--- config.mk ---
export PLATFORM = sky130hd
export DESIGN_NAME = ppc_ctrl
export DESIGN_NICKNAME = d
export VERILOG_FILES = /design/src/ppc_pkg.sv /design/src/ppc_ctrl.sv
export SDC_FILE = /design/constraint.sdc
export NUM_CORES = 1
export LEC_CHECK = 0
export BUFFER_PORTS_ARGS = -buffer_cell sky130_fd_sc_hd__buf_2
export CORE_AREA = 2 2 44 46
export DETAILED_ROUTE_END_ITERATION = 10
export DIE_AREA = 0 0 46 48
export PLACE_DENSITY = 0.91
export SLEW_MARGIN = 20
export SYNTH_ARGS = -nofsm -noshare
export SYNTH_HDL_FRONTEND = slang
export SYNTH_SLANG_ARGS = --single-unit
--- constraint.sdc ---
create_clock -name clk -period 4.2 [get_ports clk]
set_input_delay 0 -clock clk [delete_from_list [all_inputs] [get_ports clk]]
set_output_delay 0 -clock clk [all_outputs]
set_load 0.03 [all_outputs]
--- src/ppc_pkg.sv ---
// ----------------------------------------------------------------------------
// ppc_pkg
// Shared types, constants and controller encodings of the polygon plane
// clipper.
// ----------------------------------------------------------------------------
package ppc_pkg;

	localparam int MAX_VERTICES_DEF = 16;
	localparam int COORD_W = 32;
	localparam int ACC_W   = 66;
	localparam int DIST_W  = 50;
	localparam int DEN_W   = 51;
	localparam int TQ_W    = 32;
	localparam int BAND_W  = 31;

	localparam logic [1:0] MARK_BOUNDARY = 2'd0;
	localparam logic [1:0] MARK_INSIDE   = 2'd1;
	localparam logic [1:0] MARK_OUTSIDE  = 2'd2;

	typedef enum logic [2:0] {
		REG_NORMAL_X,
		REG_NORMAL_Y,
		REG_NORMAL_Z,
		REG_PLANE_OFFSET,
		REG_BOUNDARY_BAND
	} reg_idx_t;

	typedef struct packed {
		logic signed [COORD_W-1:0] z;
		logic signed [COORD_W-1:0] y;
		logic signed [COORD_W-1:0] x;
	} vertex_t;

	typedef struct packed {
		logic [1:0] mark;
		vertex_t    v;
	} entry_t;

	typedef struct packed {
		logic    overflowed;
		logic    empty_polygon;
		vertex_t v;
	} result_t;

	typedef enum logic [1:0] {
		SRC_VIN,
		SRC_A,
		SRC_B
	} dist_src_t;

	typedef enum logic [1:0] {
		PUT_CUR,
		PUT_PT,
		PUT_ZERO
	} put_src_t;

	typedef enum logic [4:0] {
		S_IDLE,
		S_IN,
		S_INW,
		S_DECIDE,
		S_EMPTY,
		S_PRD,
		S_PLD,
		S_CRD,
		S_EVAL,
		S_XB,
		S_XBW,
		S_XA,
		S_XAW,
		S_XD,
		S_XDW,
		S_XM,
		S_XMW,
		S_PPT,
		S_PCUR,
		S_NEXT,
		S_FLUSH
	} state_t;

	typedef struct packed {
		logic      in_ready;
		logic      dist_go;
		dist_src_t dist_src;
		logic      classify;
		logic      ovf_set;
		logic      rd_prev;
		logic      rd_cur;
		logic      prev_load;
		logic      x_set;
		logic      x_swap;
		logic      db_cap;
		logic      den_cap;
		logic      div_go;
		logic      mul_go;
		logic      put;
		put_src_t  put_src;
		logic      flush;
		logic      idx_clr;
		logic      idx_inc;
	} ctrl_cmd_t;

	typedef struct packed {
		logic       cnt_full;
		logic       outs_zero;
		logic       ins_zero;
		logic       dist_done;
		logic       div_done;
		logic       mul_done;
		logic       can_put;
		logic       can_flush;
		logic       idx_last;
		logic       vin_last;
		logic [1:0] cur_mark;
		logic [1:0] prev_mark;
	} dp_status_t;

endpackage

--- src/ppc_ctrl.sv ---
// ----------------------------------------------------------------------------
// ppc_ctrl
// Controller of the clipper: vertex intake, polygon decision and the walk
// that emits kept vertices and crossing points.
// ----------------------------------------------------------------------------
module ppc_ctrl (
	input  logic                 clk,
	input  logic                 arst_n,
	input  logic                 in_valid,
	input  ppc_pkg::dp_status_t  status,
	output ppc_pkg::ctrl_cmd_t   cmd
);
	import ppc_pkg::*;

	state_t state_q, state_d;
	logic   cur_out, cur_in, prev_out, prev_in;

	assign cur_out  = (status.cur_mark == MARK_OUTSIDE);
	assign cur_in   = (status.cur_mark == MARK_INSIDE);
	assign prev_out = (status.prev_mark == MARK_OUTSIDE);
	assign prev_in  = (status.prev_mark == MARK_INSIDE);

	always_ff @(posedge clk or negedge arst_n) begin
		if (!arst_n) begin
			state_q <= S_IDLE;
		end else begin
			state_q <= state_d;
		end
	end

	always_comb begin
		state_d = state_q;
		unique case (state_q)
			S_IDLE:   if (in_valid) state_d = S_IN;
			S_IN: begin
				if (!status.cnt_full) begin
					state_d = S_INW;
				end else if (status.vin_last) begin
					state_d = S_DECIDE;
				end else begin
					state_d = S_IDLE;
				end
			end
			S_INW: begin
				if (status.dist_done) begin
					state_d = status.vin_last ? S_DECIDE : S_IDLE;
				end
			end
			S_DECIDE: begin
				if (!status.outs_zero && status.ins_zero) begin
					state_d = S_EMPTY;
				end else begin
					state_d = S_PRD;
				end
			end
			S_EMPTY:  if (status.can_put) state_d = S_FLUSH;
			S_PRD:    state_d = S_PLD;
			S_PLD:    state_d = S_CRD;
			S_CRD:    state_d = S_EVAL;
			S_EVAL: begin
				priority if ((cur_out && prev_in) || (cur_in && prev_out)) begin
					state_d = S_XB;
				end else if (cur_out) begin
					state_d = S_NEXT;
				end else begin
					state_d = S_PCUR;
				end
			end
			S_XB:     state_d = S_XBW;
			S_XBW:    if (status.dist_done) state_d = S_XA;
			S_XA:     state_d = S_XAW;
			S_XAW:    if (status.dist_done) state_d = S_XD;
			S_XD:     state_d = S_XDW;
			S_XDW:    if (status.div_done) state_d = S_XM;
			S_XM:     state_d = S_XMW;
			S_XMW:    if (status.mul_done) state_d = S_PPT;
			S_PPT: begin
				if (status.can_put) begin
					state_d = cur_out ? S_NEXT : S_PCUR;
				end
			end
			S_PCUR:   if (status.can_put) state_d = S_NEXT;
			S_NEXT:   state_d = status.idx_last ? S_FLUSH : S_CRD;
			S_FLUSH:  if (status.can_flush) state_d = S_IDLE;
			default:  state_d = S_IDLE;
		endcase
	end

	always_comb begin
		cmd = '0;
		cmd.dist_src = SRC_VIN;
		cmd.put_src  = PUT_CUR;
		unique case (state_q)
			S_IDLE:   cmd.in_ready = 1'b1;
			S_IN: begin
				cmd.dist_go = !status.cnt_full;
				cmd.ovf_set = status.cnt_full;
			end
			S_INW:    cmd.classify = status.dist_done;
			S_DECIDE: cmd.idx_clr = 1'b1;
			S_EMPTY: begin
				cmd.put     = status.can_put;
				cmd.put_src = PUT_ZERO;
			end
			S_PRD:    cmd.rd_prev = 1'b1;
			S_PLD:    cmd.prev_load = 1'b1;
			S_CRD:    cmd.rd_cur = 1'b1;
			S_EVAL: begin
				cmd.x_set  = 1'b1;
				cmd.x_swap = !cur_out;
			end
			S_XB: begin
				cmd.dist_go  = 1'b1;
				cmd.dist_src = SRC_B;
			end
			S_XBW:    cmd.db_cap = status.dist_done;
			S_XA: begin
				cmd.dist_go  = 1'b1;
				cmd.dist_src = SRC_A;
			end
			S_XAW:    cmd.den_cap = status.dist_done;
			S_XD:     cmd.div_go = 1'b1;
			S_XM:     cmd.mul_go = 1'b1;
			S_PPT: begin
				cmd.put     = status.can_put;
				cmd.put_src = PUT_PT;
			end
			S_PCUR:   cmd.put = status.can_put;
			S_NEXT: begin
				cmd.prev_load = 1'b1;
				cmd.idx_inc   = 1'b1;
			end
			S_FLUSH:  cmd.flush = status.can_flush;
			default: ;
		endcase
	end

endmodule

==> results of run 1 <==
-- repair_timing --
| item | CTS | global route |
|---|---|---|
| hold buffers | 1 | 0 |
| hold endpoints to repair | 5 | 0 |
| setup endpoints to repair | 0 | 0 |
| setup buffers | 0 | 0 |
-- final timing paths --
| path | from | cells after the start | to | slack, ps |
|---|---|---|---|---|
| max | state_q[4]$_DFFE_PN0P_ | 5 | state_q[4]$_DFFE_PN0P_ | 1960 |
| min | arst_n | 2 | state_q[4]$_DFFE_PN0P_ | 100 |
| max reg2reg | state_q[4]$_DFFE_PN0P_ | 5 | state_q[4]$_DFFE_PN0P_ | 1960 |
| min reg2reg | state_q[1]$_DFFE_PN0P_ | 2 | state_q[1]$_DFFE_PN0P_ | 820 |
| max in group asynchronous | arst_n | 2 | state_q[1]$_DFFE_PN0P_ | 3960 |
| min in group clk | status[4] | 4 | state_q[0]$_DFFE_PN0P_ | 240 |
-- cells in the mapped netlist, types with 2 or more instances --
master	instances	area (sq um)
a21oi_1	9	45.0
nor2b_1	3	18.8
nor3_1	15	75.1
nand2b_1	5	31.3
and2_1	2	12.5
nand2_1	10	37.5
buf_6	2	22.5
inv_1	3	11.3
a211o_1	2	17.5
a21o_1	2	15.0
and3_1	3	18.8
nand3_1	3	15.0
dfrtp_1	5	125
nor3b_1	2	15.0
buf_2	6	30.0
nor2_1	8	30.0
o21ai_0	9	45.0
clkbuf_1	2	7.51
-- logic make-up (layout without fill, tap and decap cells) --
| family | after synthesis | in the layout | share of synthesized area (%) |
|---|---|---|---|
| muxes | 2 | 2 | 2.62 |
| buffers and inverters | 15 | 45 | 10.2 |
| DFF | 5 | 5 | 15.4 |
| AOI/OAI and AO/OA | 34 | 34 | 28.0 |
| and+or+nand+nor | 63 | 63 | 43.8 |
-- layer usage --
metal	GRT usage (%)	share of wire, %	wire (microns)
met5	0	0	0
met3	6.04	8.6	196
met1	25.7	41	936
met4	8.57	0.26	6
met2	34.4	50	1150
-- power by group through the flow --
stage / clock network, W / logic, W / registers (W)
final: 0.0000574 / 0.000431 / 0.000174
after global routing: 0.0000631 / 0.000476 / 0.000183
after CTS: 0.0000587 / 0.000429 / 0.000169
after detailed placement: 0 / 0.000427 / 0.000170
after global placement: 0 / 0.000414 / 0.000167
after floorplan: 0 / 0.000441 / 0.0000830
-- worst reg2reg max path, stage by stage (launching register included) --
cell	delay [ps]
dfrtp_1	950
or3b_4	490
a211o_1	300
o2111ai_2	160
a31oi_1	80
a21o_1	160
-- metrics by stage --
stage	std cells	utilization (%)	setup WS (ps)	total power, W
floorplan	119	-	2170	0.000524
global route	166	58.3	1790	0.000722
global placement	161	56.1	2080	0.000581
detailed placement	161	56.1	2000	0.000597
finish	166	58.3	1960	0.000663
CTS	166	58.3	1990	0.000657
-- final cells by class --
cell class | instances | area share, %
Multi-Input combinational cell | 99 | 61.5
Inverter | 3 | 1.14
Tap cell | 17 | 2.16
Timing Repair Buffer | 38 | 19.8
Sequential cell | 5 | 12.7
Clock buffer | 4 | 2.67
==> results.toml, run 1 <==
[grt]
grt_pass1_wl_mm = 3.34
antenna_found_initial = 0
track_usage_pct = 21.0
grt_start_max_net_pins = 35
grt_pass1_vias = 800
grt_overflow = 0

[cells_and_area]
largest_reg_flops = 5
fillers = 142
multi_input_area_sq_um = 606
regArea_sq_um = 125
area_delta_synth_final_pct = 21.1
top_register = "state_q"
final_cell_mix = "buf_2, nor3_1, nand2_1, a21oi_1, o21ai_0"
nNetsFinal = 167
fin_area_sq_um = 985
mostFrequentLayoutCell = "buf_2"
reg_top3 = "state_q (5)"
drive_above_1_share_pct = 30.2
diodes = 0

[timing]
post-route-period-util_pct = 53.4
finClkSkew_ps = 7.12
finalHoldViolations = 0
rsz0062_at_grt = "no"
timing.fmax_mhz = 446
slew_headroom_pct = 38.0
hold_slack_ps = 101
maxSlewViolCount = 0
min_period_ps = 2240
tightest_slew_ps = 929
setup_viol = 0
fin_tns_setup_ps = 0

[drt]
drt-initial-drc-count = 49
routed_wl_mm = 2.29
drtAntennaViolNets = 0
drc = 0
drtPass1Iterations = 4
vias = 1049
wl_per_cell_microns = 13.8
routed_via_density = 6.32

[floorplanning]
die_w_microns = 46
die_y_microns = 48
ios = 38
design.core.area_sq_um = 1690
initial_core_util_pct = 48.1
dieArea_sq_um = 2210
row_count = 15

[power]
powerDensity_nw_per_um2 = 673
p_sw_w = 0.000385
p_comb_share_pct = 65.0
p_leak_nw = 0.470
vdd_drop_max_v = 0.000375
p_clk_share_pct = 8.7
seq_power_share_pct = 26.3
switching_share_pct = 58.1
p_int_w = 0.000278

[synthesis]
synth_seq_area_share_pct = 15.4
synth_cells = 119
syn_avg_cell_area_sq_um = 6.83
netlist_area_sq_um = 813
ys.flop_type = "dfrtp_1"
ys_types = 46
synth_edf_count = 0
ys_ff_latch = 5
yosys_warnings = 0
async_reset_ff_share_pct = 100
syn_nets = 136

[setup_path]
arrival_ps = 2380
worstSetupPathType = "reg2reg"
cp_top_family = "flip-flops"
crit_fanout = 34
crit_buf_inv = 0
cpPeakStageDelay_ps = 950
cp.required_ps = 4340
slowest_stage = "dfrtp_1"
endpoint_kind = "register"
startpoint_type = "register"
crit_chain = "or3b_4 -> a211o_1 -> o2111ai_2 -> a31oi_1 -> a21o_1"

[min_path]
hp-class = "in2async"

[cts]
htree_levels = 1
clock-sinks = 5
root_buffer = "clkbuf_4"
clkLatencyLatePin_ps = 250
cts_tree = "done"
clk_pin_slew_ps = 50
clock_path_buffers = 2
cts_made_buffers = 3
cts_resized = 0

[place]
placed_area_sq_um = 948
dp_hpwl_mm = 1.66
port_buffers = 37
gp_congestion = 0.832

[run]
max-cap-violations = 0

[outcome]
status = "complete, no violations"
Note: power is estimated with default switching activity, not from simulation.
==> inputs of run 2 (changes only) <==
Settings changed: CORE_AREA 2 2 44 46 to 2 2 48 50, DIE_AREA 0 0 46 48 to 0 0 50 52, PLACE_DENSITY 0.91 to 0.82.
Clock period 4.2 ns to 1.9 ns, I/O delays scaled along.
==> run 2 against run 1 <==
Net effect: critical path depth fell by 1; global-route usage fell by 0.37 points; cell count rose by 12%; first-iteration DRC count fell by 6.1%; critical path type is now reg2out; largest cell class unchanged; largest power group unchanged; highest routed layer unchanged.
==> results.toml, run 2 (synthesized netlist as in run 1, its figures left out) <==
[setup_path]
arrival_ps = 1750
cpPeakStageDelay_ps = 500
slowest_stage = "dfrtp_2"
endpoint_kind = "output pin"
startpoint_type = "register"
crit_buf_inv = 1
cp.required_ps = 1900
reg2reg_slack_ps = 190
worstSetupPathType = "reg2out"
r2r_cells = 6
cp_top_family = "simple AND/OR/NAND/NOR gates"
crit_fanout = 15
r2r-start = "state_q[3]$_DFFE_PN0P_"
r2r_end = "state_q[1]$_DFFE_PN0P_"
crit_chain = "or2_2 -> nor3_2 -> and2_1 -> buf_2"

[grt]
grt_util_met3_pct = 2.59
grt_pass1_vias = 948
grt_pass1_wl_mm = 4.17
grt_start_max_net_pins = 17
top_usage_layer = "met2"
met2_usage_pct = 34.4
antenna_found_initial = 0
grt_overflow = 0
grt_util_met1_pct = 24.7
track_usage_pct = 20.6

[timing]
tightest_slew_ps = 366
slew_headroom_pct = 75.5
min_period_ps = 1750
maxSlewViolCount = 0
timing.fmax_mhz = 572
post-route-period-util_pct = 92.0
fin_tns_setup_ps = 0
finalHoldViolations = 0
timing.final.ws_setup_ps = 151
rsz0062_at_grt = "no"
setup_viol = 0
finClkSkew_ps = 5.07

[power]
switching_share_pct = 55.2
p_sw_w = 0.000887
p_int_w = 0.000719
vdd_drop_max_v = 0.000715
seq_power_share_pct = 15.5
p_comb_share_pct = 76.7
powerDensity_nw_per_um2 = 1490
p_clk_share_pct = 7.8
p_leak_nw = 0.519

[drt]
routed_via_density = 5.77
drc = 0
wl_per_cell_microns = 13.5
vias = 1073
routed_wl_mm = 2.52
drtPass1Iterations = 5
drt-initial-drc-count = 46
drtAntennaViolNets = 0

[run]
max-cap-violations = 0

[cts]
cts_made_buffers = 3
clk_pin_slew_ps = 50
htree_levels = 1
clkLatencyLatePin_ps = 250
clock_path_buffers = 2
root_buffer = "clkbuf_4"
cts_tree = "done"
cts_setup_buffers = 0
clock-sinks = 5

[floorplanning]
row_count = 17
ios = 38
die_w_microns = 50
initial_core_util_pct = 38.6
dieArea_sq_um = 2600
die_y_microns = 52
design.core.area_sq_um = 2110

[cells_and_area]
nNetsFinal = 176
reg_top3 = "state_q (5)"
final_cell_count_no_fill = 186
final_cell_mix = "buf_2, nor3_1, nand2_1"
drive_above_1_share_pct = 36.7
largest_reg_flops = 5
mostFrequentLayoutCell = "buf_2"
top_register = "state_q"
fin_area_sq_um = 1080
area_delta_synth_final_pct = 32.3
diodes = 0

[outcome]
status = "complete, no violations"

[place]
gp_congestion = 0.931
port_buffers = 37
post-place-ws_ps = 199
dp_hpwl_mm = 2.01
placed_area_sq_um = 1030
dp.cells = 181

[min_path]
hp-class = "in2async"
run 2: cell count changes in the layout (fill, tap and decap cells not counted), sizes merged:
cell / change
buf: +9
clkbuf: -1
clkinv: +1
run 2: worst max-delay path by stage:
stage                           startpoint                      to  slack (ps)  depth (start not counted)
finish              state_q[1]$_DFFE_PN0P_                 cmd[10]         150                          4
global route        state_q[1]$_DFFE_PN0P_                  cmd[5]          60                          6
CTS                 state_q[1]$_DFFE_PN0P_                  cmd[5]         100                          6
detailed placement  state_q[1]$_DFFE_PN0P_  state_q[4]$_DFFE_PN0P_         200                          5
global placement    state_q[1]$_DFFE_PN0P_  state_q[1]$_DFFE_PN0P_         270                          5
floorplan           state_q[4]$_DFFE_PN0P_                 cmd[19]          20                          4
run 2: through the flow:
stage	total power (W)	utilization, %	hold slack (ps)
after CTS	0.00159	51.0	86.8
after floorplan	0.00116	-	-296
after detailed placement	0.00146	49.1	-181
final	0.00161	51.1	87.2
after global placement	0.00143	49.1	-181
after global routing	0.00175	51.1	81.4
run 2: power by group through the flow:
stage / combinational [W] / sequential, W / clock (W)
after floorplan: 0.000978 / 0.000183 / 0
after global placement: 0.00119 / 0.000234 / 0
after detailed placement: 0.00121 / 0.000243 / 0
after CTS: 0.00122 / 0.000243 / 0.000128
after global routing: 0.00135 / 0.000258 / 0.000145
final: 0.00123 / 0.000249 / 0.000125
run 2: area by class of cell:
type / instances / area (sq um)
Fill cell: 200 / 1030
Inverter: 3 / 11.3
Timing Repair Buffer: 47 / 263
Sequential cell: 5 / 126
Clock buffer: 3 / 22.5
Tap cell: 28 / 35.0
Clock inverter: 1 / 5.00
Multi-Input combinational cell: 99 / 613
run 2: what timing repair did:
item | 4_1_cts | 5_1_grt
endpoints found under the setup margin | 1 | 1
endpoints found under the hold margin | 5 | 0
hold buffers | 1 | 0
resized for setup | 1 | 1
run 2: routing by layer:
layer  vias up  wire length, microns
li1        521                     -
met1       486                  1070
met2        58                  1190
met3         8                   190
met4         0                    67
met5         -                     0
